[config.mk]
export PLATFORM = sky130hd
export DESIGN_NAME = pem_gradient
export DESIGN_NICKNAME = d
export VERILOG_FILES = /design/src/hw/rtl/pem_pkg.sv /design/src/hw/rtl/pem_gradient.sv
export SDC_FILE = /design/constraint.sdc
export NUM_CORES = 1
export LEC_CHECK = 0
export ABC_AREA = 1
export BUFFER_PORTS_ARGS = -buffer_cell sky130_fd_sc_hd__buf_2
export CAP_MARGIN = 40
export CORE_UTILIZATION = 28
export DETAILED_ROUTE_END_ITERATION = 8
export PLACE_DENSITY = 0.52
export SETUP_SLACK_MARGIN = 0.1
export SYNTH_ARGS = -nofsm -noshare
export SYNTH_HDL_FRONTEND = slang
export SYNTH_SLANG_ARGS = --single-unit
[constraint.sdc]
create_clock -name clk -period 9.15 [get_ports clk]
set_input_delay 1.83 -clock clk [delete_from_list [all_inputs] [get_ports clk]]
set_output_delay 1.83 -clock clk [all_outputs]
set_load 0.02 [all_outputs]
[src/hw/rtl/pem_pkg.sv]
// shared types and constants for the prewitt edge magnitude block
package pem_pkg;

  localparam int PIX_W   = 8;
  localparam int CFG_IDX_W = 8;
  localparam int CFG_DATA_W = 16;
  localparam int IMG_W_W = 11;
  localparam int IMG_H_W = 16;

  // register indexes of the configuration port
  localparam logic [CFG_IDX_W-1:0] REG_IMAGE_WIDTH  = 8'd0;
  localparam logic [CFG_IDX_W-1:0] REG_IMAGE_HEIGHT = 8'd1;

  localparam logic [IMG_W_W-1:0] IMAGE_WIDTH_RESET  = 11'd640;
  localparam logic [IMG_H_W-1:0] IMAGE_HEIGHT_RESET = 16'd480;

  // control tag that travels with every pixel through the pipeline
  typedef struct packed {
    logic valid;
    logic emit;
    logic row_end;
    logic frame_end;
  } tag_t;

endpackage

[src/hw/rtl/pem_gradient.sv]
// 3x3 window, prewitt gradients and their squares
module pem_gradient (
  input  logic                      clk,
  input  logic                      rst,
  input  logic                      adv,
  input  pem_pkg::tag_t             tag1,
  input  logic [pem_pkg::PIX_W-1:0] top1,
  input  logic [pem_pkg::PIX_W-1:0] mid1,
  input  logic [pem_pkg::PIX_W-1:0] px1,
  output pem_pkg::tag_t             tag4,
  output logic [19:0]               sq_x,
  output logic [19:0]               sq_y
);

  logic [pem_pkg::PIX_W-1:0] win [9];
  pem_pkg::tag_t             tag2;
  pem_pkg::tag_t             tag3;
  logic [9:0]                abs_x;
  logic [9:0]                abs_y;
  logic [9:0]                sum_t;
  logic [9:0]                sum_b;
  logic [9:0]                sum_l;
  logic [9:0]                sum_r;
  logic [9:0]                dx;
  logic [9:0]                dy;

  // window shifts left on every pixel, new column enters on the right
  always_ff @(posedge clk) begin
    if (rst) begin
      for (int i = 0; i < 9; i++) begin
        win[i] <= '0;
      end
    end else if (adv && tag1.valid) begin
      for (int r = 0; r < 3; r++) begin
        win[r*3]   <= win[r*3+1];
        win[r*3+1] <= win[r*3+2];
      end
      win[2] <= top1;
      win[5] <= mid1;
      win[8] <= px1;
    end
  end

  always_comb begin
    sum_t = {2'b00, win[0]} + {2'b00, win[1]} + {2'b00, win[2]};
    sum_b = {2'b00, win[6]} + {2'b00, win[7]} + {2'b00, win[8]};
    sum_l = {2'b00, win[0]} + {2'b00, win[3]} + {2'b00, win[6]};
    sum_r = {2'b00, win[2]} + {2'b00, win[5]} + {2'b00, win[8]};
    dx    = (sum_b >= sum_t) ? sum_b - sum_t : sum_t - sum_b;
    dy    = (sum_r >= sum_l) ? sum_r - sum_l : sum_l - sum_r;
  end

  always_ff @(posedge clk) begin
    if (rst) begin
      tag2 <= '0;
      tag3 <= '0;
      tag4 <= '0;
    end else if (adv) begin
      tag2 <= tag1;
      tag3 <= tag2;
      tag4 <= tag3;
    end
  end

  always_ff @(posedge clk) begin
    if (adv) begin
      abs_x <= dx;
      abs_y <= dy;
      sq_x  <= abs_x * abs_x;
      sq_y  <= abs_y * abs_y;
    end
  end

endmodule

==> run metrics <==
status complete, no violations; Setup Buffers After CTS 0; antenna violations before repair 1; total CTS buffers 17; Avg Synthesized Cell Area 8.25 µm²; register area share after synthesis 0.282; TritonCTS clock tree done; Setup violations, final 0; Max stage delay on crit path 0.57 ns; number of H-tree levels 4; Setup TNS 0 ns; Hold Path Class register to register; worst path bufs/invs 1; WS Path Type register to register; WP depth 13; Post-Place Cells 2,496; Tot GR Track Use 0.124; commonest non-fill, non-tap cell in the layout nand2_1; Die X-Extent 231 µm; CP Cell Sequence nand2_1 -> inv_1 -> fa_1 -> fa_1 -> fa_1 -> fa_1 -> fa_1 -> ha_1 -> nand4_1 -> o21ai_0 -> nand2_1 -> nand3_1 -> nand2_1; GP Congestion 0.886; Crit path top cell by count fa_1; Post-DRT Antenna Nets 0; non-filler cells, final 2,528; Clock Latency Late Sink 0.45 ns; Reg2Reg Depth 13; CP startpoint abs_x[6]; Worst R2R Start abs_x[6]; arrival time worst endpoint 4.93 ns; global-route wire length before repair 53,800 µm; worst r2r dst sq_x[18]; largest net degree at the start of global routing 74; vias in the first global route 11,174; Final Hold Vio Count 0; CP Launch Type register; vias per cell 4.24; Die Y-Extent 231 µm; crit end category register; DR vias 10,721; fin crit share 0.516; Worst Skew 0.0101 ns; max-slew violations 0; commonest cells after routing, fill and taps aside 450 x nand2_1, 379 x inv_1, 165 x nor2_1; HPWL after detailed placement 25,100 µm; average wire per standard cell 12.3 µm; drt total wl 31,000 µm; delay-heaviest family, CP adder cells; RSZ-0062 raised after global routing no; Worst R2R Setup Slack 4.43 ns; CTS max path bufs 2; die area 0.0533 mm²; # resized after CTS 0; Initial Utilization 0.285; 1st-pass router iterations 7; Post-Syn Area 0.0147 mm²; FP Rows 83; measured slew at the worst slew-check pin 0.754 ns; Crit Path Max Fanout 10; # clock sinks 142; fin crit period 4.72 ns; ANT cells 0; drt initial violations 483; number of port buffers 72; # fillers 5,516; grt ovf 0; end of the critical path sq_x[18]; Root Buffer clkbuf_16; fraction of layout cells with a size suffix above 1 0.0687; CP required 9.36 ns; Max-Cap Viols 0; hold_buf cts 0; Netlist cell types 38; clock-pin transition on the worst setup and hold timing paths 0.07 ns; post-layout util 0.318; nets 2,163; Residual DRC 0; post-synthesis instance total 1,780; FMAX 212 MHz; yosys synthesis warning count 0; # IOs 75; area grow syn2layout 11.5%; worst rel slew slack 0.497; Crit-path slowest cell fa_1; Yosys reg bits 142; core area 0.0515 mm²
cells by family after synthesis:
logic type               synth area share
adder cells (fa/ha/maj)             0.322
buffers and inverters               0.110
AND/OR/NAND/NOR                     0.201
AO/OA/AOI/OAI                      0.0482
other                            0.000256
XOR/XNOR                           0.0364
flip-flops                          0.282
area by class of cell:
cell class                      count  area [µm²]  area share
Multi-Input combinational cell   1220        8930       0.546
Sequential cell                   142        4140       0.253
Inverter                          379        1420      0.0870
Tap cell                          680         851      0.0520
Clock buffer                       20         447      0.0273
Timing Repair Buffer               75         425      0.0260
Clock inverter                     12         139     0.00849
cell usage after synthesis:
cell	count	area, µm²
nand2_2	3	18.8
a21o_1	3	22.5
xnor2_1	14	123
edfxtp_1	130	3900
a211oi_1	3	22.5
buf_6	3	33.8
and2_1	1	6.26
o21bai_1	5	37.5
xor2_1	47	412
inv_1	379	1420
o21ai_1	2	10.0
o21ai_0	35	175
nand2_1	451	1690
nand3_1	79	395
o211ai_1	2	15.0
or2_2	7	43.8
ha_1	163	2040
conb_1	1	3.75
buf_4	5	37.5
nor4_1	6	37.5
a21oi_2	2	17.5
nand4_1	13	81.3
a21oi_1	61	305
nor2_2	2	12.5
dfxtp_1	12	240
nor3_1	5	25.0
fa_1	134	2680
o21a_1	3	22.5
o21ai_2	2	17.5
clkbuf_1	28	105
nor2_1	165	619
a21boi_0	1	7.51
nand3b_1	1	7.51
nand2b_1	1	6.26
buf_2	2	10.0
a31oi_1	3	18.8
clkbuf_2	2	10.0
a31o_2	4	35.0
metrics by stage:
| stage | setup WS (ns) | cell area, µm² | hold WS, ns |
|---|---|---|---|
| floorplan | 4.69 | 14700 | 0.421 |
| global placement | 4.50 | 15700 | 0.456 |
| detailed placement | 4.40 | 15800 | 0.467 |
| CTS | 4.41 | 16400 | 0.481 |
| global route | 4.13 | 16400 | 0.500 |
| finish | 4.43 | 16400 | 0.478 |
tightest hold or removal path, cell delays in order (launching register included):
cell and delay, ns:
dfxtp_1 0.32, nand3_1 0.07, nand2_1 0.04
metal layers:
layer / vias up / track usage / part of all wire
met5: - / 0 / 0
met1: 4934 / 0.165 / 0.50
li1: 5610 / - / -
met4: 0 / 0.0329 / 0.013
met3: 32 / 0.0241 / 0.029
met2: 145 / 0.205 / 0.46
how the worst min path moves through the flow:
| stage | start | end | slack [ns] | depth (start not counted) |
|---|---|---|---|---|
| after floorplan | abs_x[0] | sq_x[0] | 0.42 | 0 |
| after global placement | tag2[3] | tag2[3] | 0.46 | 2 |
| after detailed placement | tag2[3] | tag2[3] | 0.47 | 2 |
| after CTS | tag2[3] | tag2[3] | 0.48 | 2 |
| after global routing | tag2[3] | tag2[3] | 0.50 | 2 |
| final | tag2[3] | tag2[3] | 0.48 | 2 |
flip-flops by register name, indices dropped and copies added, names as in the netlist:
register  count
abs_y        10
tag4          4
tag2          4
tag3          4
abs_x        10
sq_x         19
sq_y         19
win          72
Power is left out: the tool's default activity adds up to more than one toggle a clock period on the data nets, which glitch-free logic cannot reach.
