--- src/hw/rtl/pem_pkg.sv ---
// shared types and constants for the prewitt edge magnitude block
package pem_pkg;

  localparam int PIX_W   = 8;
  localparam int CFG_IDX_W = 8;
  localparam int CFG_DATA_W = 16;
  localparam int IMG_W_W = 11;
  localparam int IMG_H_W = 16;

  // register indexes of the configuration port
  localparam logic [CFG_IDX_W-1:0] REG_IMAGE_WIDTH  = 8'd0;
  localparam logic [CFG_IDX_W-1:0] REG_IMAGE_HEIGHT = 8'd1;

  localparam logic [IMG_W_W-1:0] IMAGE_WIDTH_RESET  = 11'd640;
  localparam logic [IMG_H_W-1:0] IMAGE_HEIGHT_RESET = 16'd480;

  // control tag that travels with every pixel through the pipeline
  typedef struct packed {
    logic valid;
    logic emit;
    logic row_end;
    logic frame_end;
  } tag_t;

endpackage

--- src/hw/rtl/pem_magnitude.sv ---
// sum of squares, saturating integer square root and output register
module pem_magnitude (
  input  logic                      clk,
  input  logic                      rst,
  input  logic                      adv,
  input  pem_pkg::tag_t             tag4,
  input  logic [19:0]               sq_x,
  input  logic [19:0]               sq_y,
  output logic                      out_valid,
  output logic [pem_pkg::PIX_W-1:0] magnitude,
  output logic                      row_end,
  output logic                      frame_end
);

  typedef struct packed {
    logic [10:0] rem;
    logic [7:0]  res;
  } root_t;

  function automatic root_t root_step(root_t cur, logic [1:0] pair);
    logic [10:0] rem_sh;
    logic [10:0] trial;
    root_t       nxt;
    rem_sh = {cur.rem[8:0], pair};
    trial  = {1'b0, cur.res, 2'b01};
    if (rem_sh >= trial) begin
      nxt.rem = rem_sh - trial;
      nxt.res = {cur.res[6:0], 1'b1};
    end else begin
      nxt.rem = rem_sh;
      nxt.res = {cur.res[6:0], 1'b0};
    end
    return nxt;
  endfunction

  pem_pkg::tag_t tag5;
  pem_pkg::tag_t tag6;
  logic [15:0]   sum5;
  logic          sat5;
  logic [7:0]    lo6;
  logic          sat6;
  root_t         part6;
  root_t         hi_next;
  root_t         lo_next;
  logic [20:0]   sum_full;

  assign sum_full = {1'b0, sq_x} + {1'b0, sq_y};

  always_comb begin
    hi_next = '0;
    for (int i = 7; i >= 4; i--) begin
      hi_next = root_step(hi_next, sum5[2*i +: 2]);
    end
    lo_next = part6;
    for (int i = 3; i >= 0; i--) begin
      lo_next = root_step(lo_next, lo6[2*i +: 2]);
    end
  end

  always_ff @(posedge clk) begin
    if (rst) begin
      tag5      <= '0;
      tag6      <= '0;
      out_valid <= 1'b0;
    end else if (adv) begin
      tag5      <= tag4;
      tag6      <= tag5;
      out_valid <= tag6.valid && tag6.emit;
    end
  end

  always_ff @(posedge clk) begin
    if (adv) begin
      sum5      <= sum_full[15:0];
      sat5      <= |sum_full[20:16];
      part6     <= hi_next;
      lo6       <= sum5[7:0];
      sat6      <= sat5;
      magnitude <= sat6 ? 8'hFF : lo_next.res;
      row_end   <= tag6.row_end;
      frame_end <= tag6.frame_end;
    end
  end

endmodule

--- config.mk ---
export PLATFORM = sky130hd
export DESIGN_NAME = pem_magnitude
export DESIGN_NICKNAME = d
export VERILOG_FILES = /design/src/hw/rtl/pem_pkg.sv /design/src/hw/rtl/pem_magnitude.sv
export SDC_FILE = /design/constraint.sdc
export NUM_CORES = 1
export LEC_CHECK = 0
export ABC_AREA = 0
export BUFFER_PORTS_ARGS = -buffer_cell sky130_fd_sc_hd__buf_2
export CAP_MARGIN = 0
export CELL_PAD_IN_SITES_DETAIL_PLACEMENT = 0
export CELL_PAD_IN_SITES_GLOBAL_PLACEMENT = 1
export CORE_ASPECT_RATIO = 0.5
export CORE_MARGIN = 2
export CORE_UTILIZATION = 41
export DETAILED_ROUTE_END_ITERATION = 10
export PLACE_DENSITY = 0.79
export SLEW_MARGIN = 20
export SYNTH_ARGS = -nofsm -noshare
export SYNTH_HDL_FRONTEND = slang
export SYNTH_SLANG_ARGS = --single-unit
--- constraint.sdc ---
create_clock -name clk -period 7.6 [get_ports clk]
set_clock_uncertainty 0.15 [all_clocks]
set_input_delay 0.38 -clock clk [delete_from_list [all_inputs] [get_ports clk]]
set_output_delay 0.38 -clock clk [all_outputs]
set_load 0.01 [all_outputs]
==> results of run 1 <==
[synth_stat cells, types with 6 or more instances]
cell,count
a21o_1,6
a21oi_1,36
a31oi_1,6
and2_1,7
dfxtp_1,9
edfxtp_1,49
ha_1,60
inv_1,41
mux2i_1,12
nand2_1,27
nand2b_1,8
nand3_1,11
nor2_1,58
nor3_1,12
o21ai_0,26
o21bai_1,9
or2_2,8
or3_1,8
xnor2_1,25
xor2_1,16
[cell type report]
class,count,share of cell area (%)
multi-input cells,414,53.7
flip-flops and latches,58,28.1
repair buffers,75,7.23
clock buffers,10,3.90
well taps,165,3.52
inverters,43,2.84
clock inverters,6,0.661
[worst max-delay path, delay by kind of cell (launching register included)]
family	cells	cell delay [ns]
flip-flops	1	0.39
AND/OR/NAND/NOR	12	2.24
adder cells (fa/ha/maj)	4	1.09
XOR/XNOR	2	0.35
AO/OA/AOI/OAI	12	2.19
buffers and inverters	4	0.45
[per-layer routing]
layer / vias to the layer above / GRT usage [%] / wire, µm
met5: - / 0 / 0
li1: 2079 / - / -
met3: 15 / 3.52 / 446
met1: 1854 / 22.4 / 5250
met2: 94 / 29.5 / 5070
met4: 0 / 5.41 / 172
[registers in the layout (all words and copies together), names as in the netlist]
register   flops
magnitude      8
row_end        1
part6         13
out_valid      1
tag6           4
sat6           1
sat5           1
lo6            8
tag5           4
sum5          16
frame_end      1
[how the worst max path moves through the flow]
| stage | from | end | slack (ns) | cells after the start |
|---|---|---|---|---|
| finish | part6[2] | magnitude[0] | 0.48 | 34 |
| floorplan | part6[3] | magnitude[0] | 0.18 | 33 |
| global route | part6[2] | magnitude[0] | -0.01 | 34 |
| CTS | part6[2] | magnitude[0] | 0.02 | 32 |
| global placement | part6[10] | magnitude[0] | 0.19 | 30 |
| detailed placement | part6[3] | magnitude[0] | -0.07 | 32 |
[power groups by stage]
stage                     logic [W]  clock network, W  registers (W)
final                       0.00202          0.000363       0.000489
after CTS                   0.00185          0.000374       0.000482
after floorplan             0.00140                 0       0.000474
after global placement      0.00183                 0       0.000487
after global routing        0.00224          0.000387       0.000494
after detailed placement    0.00183                 0       0.000488
[placed cells by master (no fill, tap or decap), drive strengths merged, types with 3 or more instances in the layout]
| cell type | instances |
|---|---|
| or2 | 10 |
| nor3 | 12 |
| o21a | 4 |
| inv | 46 |
| ha | 60 |
| and2 | 7 |
| xor2 | 16 |
| or3 | 8 |
| nand3b | 3 |
| o21ai | 26 |
| nor2 | 58 |
| a211oi | 3 |
| a211o | 3 |
| xnor2 | 25 |
| clkbuf | 10 |
| edfxtp | 49 |
| a31oi | 7 |
| o21bai | 9 |
| nand3 | 11 |
| nand2b | 8 |
| clkinv | 3 |
| nand2 | 27 |
| o211a | 3 |
| nor2b | 5 |
| o31a | 3 |
| dfxtp | 9 |
| a21oi | 36 |
| buf | 74 |
| nor4 | 5 |
| a21o | 6 |
| a31o | 3 |
| mux2i | 12 |
| a2111oi | 4 |
| o31ai | 5 |
[cell families (layout without fill, tap and decap cells)]
logic type               after synthesis  after routing
AND/OR/NAND/NOR                      165            165
AO/OA/AOI/OAI                        133            133
adder cells (fa/ha/maj)               61             61
flip-flops                            58             58
buffers and inverters                 52            134
XOR/XNOR                              41             41
multiplexers                          14             14
[through the flow]
stage | utilization, % | TNS (ns) | instance area, µm²
3_5_place_dp | 46.4 | -0.0667 | 5430
6_report | 50.1 | 0 | 5870
2_1_floorplan | - | 0 | 4880
4_1_cts | 48.7 | 0 | 5700
5_1_grt | 50.1 | -0.0146 | 5870
3_3_place_gp | 46.4 | 0 | 5430
[timing repair]
item	4_1_cts	5_1_grt
pin swaps	0	4
cloned	0	1
buffers inserted	0	5
setup endpoints to repair	1	1
gates resized for setup	3	22
==> key figures, run 1 <==
Route
  – Routed Antenna Nets: 0
  – First-iteration detailed-routing DRC count: 190
  – Total Wirelength: 10.9 mm
  – Drt drc: 0
  – Drt wl/cell: 14.2 µm
  – Vias per cell: 5.24
  – First-pass detailed-route iteration total: 4
  – Vias: 4042

Power
  – P_sw: 0.00128 W
  – Static leakage: 2.54 nW
  – Combinational power share: 70.4%
  – Max VDD drop: 259 µV
  – Flop pwr share: 17.0%
  – Cell Int Power: 0.00160 W
  – Pwr per Cell Area: 490 nW/µm²
  – Clock Power Share: 12.6%
  – Pwr Total: 0.00288 W
  – Switch share: 44.4%

Clock tree
  – Clock sink count: 58
  – CTS tree: yes
  – Hold Buf Count CTS: 0
  – Clock Latency Late Sink: 0.32 ns
  – CTS Buffer Depth: 2
  – Clock buffer count from CTS: 9
  – Worst-path clk slew: 0.06 ns
  – H-tree depth: 3
  – Root buf cell: clkbuf_16

Cells and area
  – Area occupied by multi-input gates: 3150 µm²
  – Fillcell total: 1124
  – Fin cells: 771
  – Register area: 1650 µm²
  – Synthesis-to-layout area growth: 20.2%
  – N_diodes: 0
  – Post-layout nets: 709
  – Share of cells above drive strength 1: 21.1%

Floorplan
  – Placeable Area: 11700 µm²
  – Ports: 58
  – Die Area: 12800 µm²
  – Std-Cell Rows: 28
  – Chip height: 81.2 µm
  – Initial Util: 41.7%
  – Chip width: 158 µm

Yosys
  – Synth Flop Type: edfxtp_1
  – Mux share of post-synthesis cell area: 3.00%
  – Seq/Total Area, Yosys: 33.8%
  – Post-Syn Area per Cell: 9.32 µm²
  – Syn_nets: 632
  – Synth async-reset ratio: 0%
  – Synth Area in Simple Gates: 16.8%
  – Synth top area share: 30.1%
  – Post-synth top area cell: edfxtp_1
  – Largest family of logic cells by synthesized area: compound AO/OA/AOI/OAI gates
  – Ys Warns: 0
  – Mapped Cells: 524
  – Post-synth EDFFs: 49
  – Post-Synth Adder-Cell Area: 15.8%
  – Post-synthesis compound-gate area fraction: 19.0%
  – Yosys reg bits: 58
  – Post-synth cell types: 70
  – Post-Synth XOR/XNOR Area: 7.36%
  – Synth Cell Area: 4880 µm²
  – Synth top area cells: edfxtp_1 (30%), ha_1 (15%), xnor2_1 (4.5%)

Worst hold path
  – Hold Path Class: primary input to flop
  – Hold EP: tag5[3]
  – HP Start: tag4[3]
  – Hold depth: 3

Critical path
  – Critical Path RT: 7.51 ns
  – Critical Path Fanout Max: 10
  – Startpoint Class: flop
  – Worst reg2reg path startpoint: part6[2]
  – Worst Reg-to-Reg Cells: 34
  – Crit path kind: flop to flop
  – FF-to-FF setup slack: 0.48 ns
  – Crit end category: flop
  – Critical Path AT: 7.03 ns
  – CP peak stage delay: 0.49 ns
  – R2R Path End: magnitude[0]
  – CP max stage cell: or4_1
  – Cell mode on critical path: nor2_1

Placed design
  – Setup slack after placement: -0.0667 ns
  – Port buffer count: 57
  – GPL Wtd Cong: 0.864
  – Dpl cells: 749
  – DP Wirelength: 8.43 mm

Global route
  – Initial antenna violation count: 0
  – First-pass GRT wire length: 17.5 mm
  – GRT Total Usage: 17.3%
  – Remaining Overflow, GRT: 0
  – Number of global-route vias before repair: 3721
  – Largest net degree at the start of global routing: 60

Status
  – Status: finished clean

Timing
  – Slew HR: 49.7%
  – Max Slew Vio Count: 0
  – Hold_ws: 0.142 ns
  – Worst-Margin Slew: 0.755 ns
  – Setup violations, final: 0
  – Final worst path period share: 93.7%
  – Minimum clock period: 7.12 ns
  – Final WS setup: 0.481 ns
  – Final hold vios: 0
  – Fmax: 0.140 GHz

Job
  – Max_cap viols: 0
Power figures use the tool's default switching activity.
==> inputs of run 2 (changes only) <==
--- a/config.mk
+++ b/config.mk
@@ -6,6 +6,7 @@
 export NUM_CORES = 1
 export LEC_CHECK = 0
 export ABC_AREA = 0
+export ABC_CLOCK_PERIOD_IN_PS = 7600
 export BUFFER_PORTS_ARGS = -buffer_cell sky130_fd_sc_hd__buf_2
 export CAP_MARGIN = 0
 export CELL_PAD_IN_SITES_DETAIL_PLACEMENT = 0
@@ -14,7 +15,7 @@
 export CORE_MARGIN = 2
 export CORE_UTILIZATION = 41
 export DETAILED_ROUTE_END_ITERATION = 10
-export PLACE_DENSITY = 0.79
+export PLACE_DENSITY = 0.75
 export SLEW_MARGIN = 20
 export SYNTH_ARGS = -nofsm -noshare
 export SYNTH_HDL_FRONTEND = slang
==> key figures, run 2 (same netlist as run 1, synthesis figures left out) <==
Clock tree
  – CTS tree: yes (unchanged)
  – H-tree depth: 3 (unchanged)
  – Hold Buf Count CTS: 0 (unchanged)
  – CTS Buffer Depth: 2 (unchanged)
  – Worst-path clk slew: 0.06 ns (about the same)
  – Root buf cell: clkbuf_16 (unchanged)
  – Clock buffer count from CTS: 9 (unchanged)
  – Clock Latency Late Sink: 0.33 ns (was 0.32 ns)
  – Clock sink count: 58 (unchanged)

Route
  – First-pass detailed-route iteration total: 5 (was 4)
  – Drt drc: 0 (unchanged)
  – First-iteration detailed-routing DRC count: 168 (was 190)
  – Drt wl/cell: 14.0 µm (was 14.2 µm)
  – Vias: 3946 (was 4042)
  – Routed Antenna Nets: 0 (unchanged)
  – Total Wirelength: 10.8 mm (was 10.9 mm)
  – Vias per cell: 5.11 (was 5.24)

Critical path
  – Crit path kind: flop to flop (unchanged)
  – FF-to-FF setup slack: 0.35 ns (was 0.48 ns)
  – CP max stage cell: or4_1 (unchanged)
  – Startpoint Class: flop (unchanged)
  – R2R Path End: magnitude[0] (unchanged)
  – Critical Path AT: 7.17 ns (was 7.03 ns)
  – Critical Path Fanout Max: 12 (was 10)
  – Worst reg2reg path startpoint: part6[2] (unchanged)
  – CP peak stage delay: 0.50 ns (was 0.49 ns)
  – Critical Path RT: 7.52 ns (was 7.51 ns)
  – Cell mode on critical path: nor2_1 (unchanged)
  – Crit end category: flop (unchanged)
  – Worst Reg-to-Reg Cells: 33 (was 34)

Cells and area
  – Most frequent cells in the layout: nor2_1 (58), buf_2 (57), ha_1 (54) (was nor2_1 (58), buf_2 (57), ha_1 (55))
  – Register area: 1650 µm² (unchanged)
  – Share of cells above drive strength 1: 21.3% (was 21.1%)
  – N_diodes: 0 (unchanged)
  – Post-layout nets: 710 (was 709)
  – Fin cells: 772 (was 771)
  – Area occupied by multi-input gates: 3120 µm² (was 3150 µm²)
  – Synthesis-to-layout area growth: 19.7% (was 20.2%)
  – Most common cell after layout, fill and taps aside: nor2_1 (unchanged)
  – Largest register FFs: 16 (unchanged)
  – Largest reg by FF count: sum5 (unchanged)
  – Biggest regs: sum5 x16, part6 x13 (unchanged)
  – Final Cell Area: 5850 µm² (was 5870 µm²)
  – Fillcell total: 1126 (was 1124)

Global route
  – Remaining Overflow, GRT: 0 (unchanged)
  – Largest net degree at the start of global routing: 60 (unchanged)
  – First-pass GRT wire length: 18.1 mm (was 17.5 mm)
  – Number of global-route vias before repair: 3826 (was 3721)
  – Initial antenna violation count: 0 (unchanged)
  – GRT Total Usage: 18.1% (was 17.3%)

Worst hold path
  – Hold Path Class: primary input to flop (unchanged)
  – HP Start: tag4[0] (was tag4[3])
  – Hold depth: 3 (unchanged)
  – Hold EP: tag5[0] (was tag5[3])

Floorplan
  – Initial Util: 41.7% (unchanged)
  – Die Area: 12800 µm² (unchanged)
  – Placeable Area: 11700 µm² (unchanged)
  – Chip width: 158 µm (unchanged)
  – Std-Cell Rows: 28 (unchanged)
  – Ports: 58 (unchanged)
  – Chip height: 81.2 µm (unchanged)

Timing
  – Worst-Margin Slew: 0.772 ns (was 0.755 ns)
  – Final hold vios: 0 (unchanged)
  – Slew HR: 48.5% (was 49.7%)
  – Minimum clock period: 7.25 ns (was 7.12 ns)
  – Final worst path period share: 95.4% (was 93.7%)
  – Setup violations, final: 0 (unchanged)
  – Fmax: 0.138 GHz (was 0.140 GHz)
  – Unrepaired setup endpoints after global routing: no
  – Max Slew Vio Count: 0 (unchanged)

Power
  – Pwr per Cell Area: 486 nW/µm² (was 490 nW/µm²)
  – Static leakage: 2.55 nW (was 2.54 nW)
  – Max VDD drop: 235 µV (was 259 µV)

Placed design
  – Port buffer count: 57 (unchanged)
  – GPL Wtd Cong: 0.907 (was 0.864)
  – DP Wirelength: 8.38 mm (was 8.43 mm)
  – Dpl cells: 752 (was 749)
  – Placed Area: 5450 µm² (was 5430 µm²)

Status
  – Status: finished clean (unchanged)

Job
  – Max_cap viols: 0 (unchanged)
==> run 2: stage by stage <==
step / setup TNS (ns) / utilization (%) / total power, W / setup WS [ns] / hold WS, ns
2_1_floorplan: 0 / - / 0.00187 / 0.185 / 0.250
3_3_place_gp: 0 / 46.6 / 0.00233 / 0.146 / 0.253
3_5_place_dp: -0.113 / 46.6 / 0.00232 / -0.113 / 0.257
4_1_cts: 0 / 49.0 / 0.00273 / 0.0258 / 0.122
5_1_grt: 0 / 50.0 / 0.00309 / 0.00379 / 0.145
6_report: 0 / 50.0 / 0.00284 / 0.351 / 0.128
==> run 2: layout make-up <==
class	count	share of cell area [%]
repair buffers	76	7.32
clock buffers	11	4.15
well taps	165	3.53
inverters	43	2.85
clock inverters	5	0.471
flip-flops and latches	58	28.3
multi-input cells	414	53.4
==> run 2: worst max path at each step <==
stage	cells past startpoint	to	startpoint	slack, ns
floorplan	33	magnitude[0]	part6[3]	0.18
global placement	34	magnitude[0]	part6[2]	0.15
detailed placement	33	magnitude[0]	part6[1]	-0.11
CTS	33	magnitude[0]	part6[3]	0.03
global route	34	magnitude[0]	part6[2]	0.004
finish	33	magnitude[0]	part6[2]	0.35
==> run 2: timing repair <==
item,CTS,global route
pin swaps,0,4
gates resized for setup,5,17
buffers inserted,0,4
endpoints found under the setup margin,1,1
==> run 2: report_power, final <==
group          total, W  internal [W]  switching [W]
combinational   0.00199      0.000922        0.00107
sequential     0.000481      0.000443      0.0000381
clock          0.000372      0.000228       0.000145
total           0.00284       0.00159        0.00125
==> run 2: per-layer routing <==
metal	share of wire [%]	vias up	GRT usage [%]
met2	45	80	29.8
met5	0	-	0
met1	49	1765	23.9
met3	4.2	16	4.43
met4	1.5	0	5.05
li1	-	2085	-
==> run 2: critical path, delay by kind of cell (launching register included) <==
kind / cells / cell delay [ns]
xor gates and xnor gates: 1 / 0.20
and+or+nand+nor: 13 / 2.30
buffers and inverters: 4 / 0.59
DFF: 1 / 0.38
muxes: 1 / 0.22
adders and majority gates: 4 / 1.14
AOI/OAI and AO/OA: 10 / 1.97
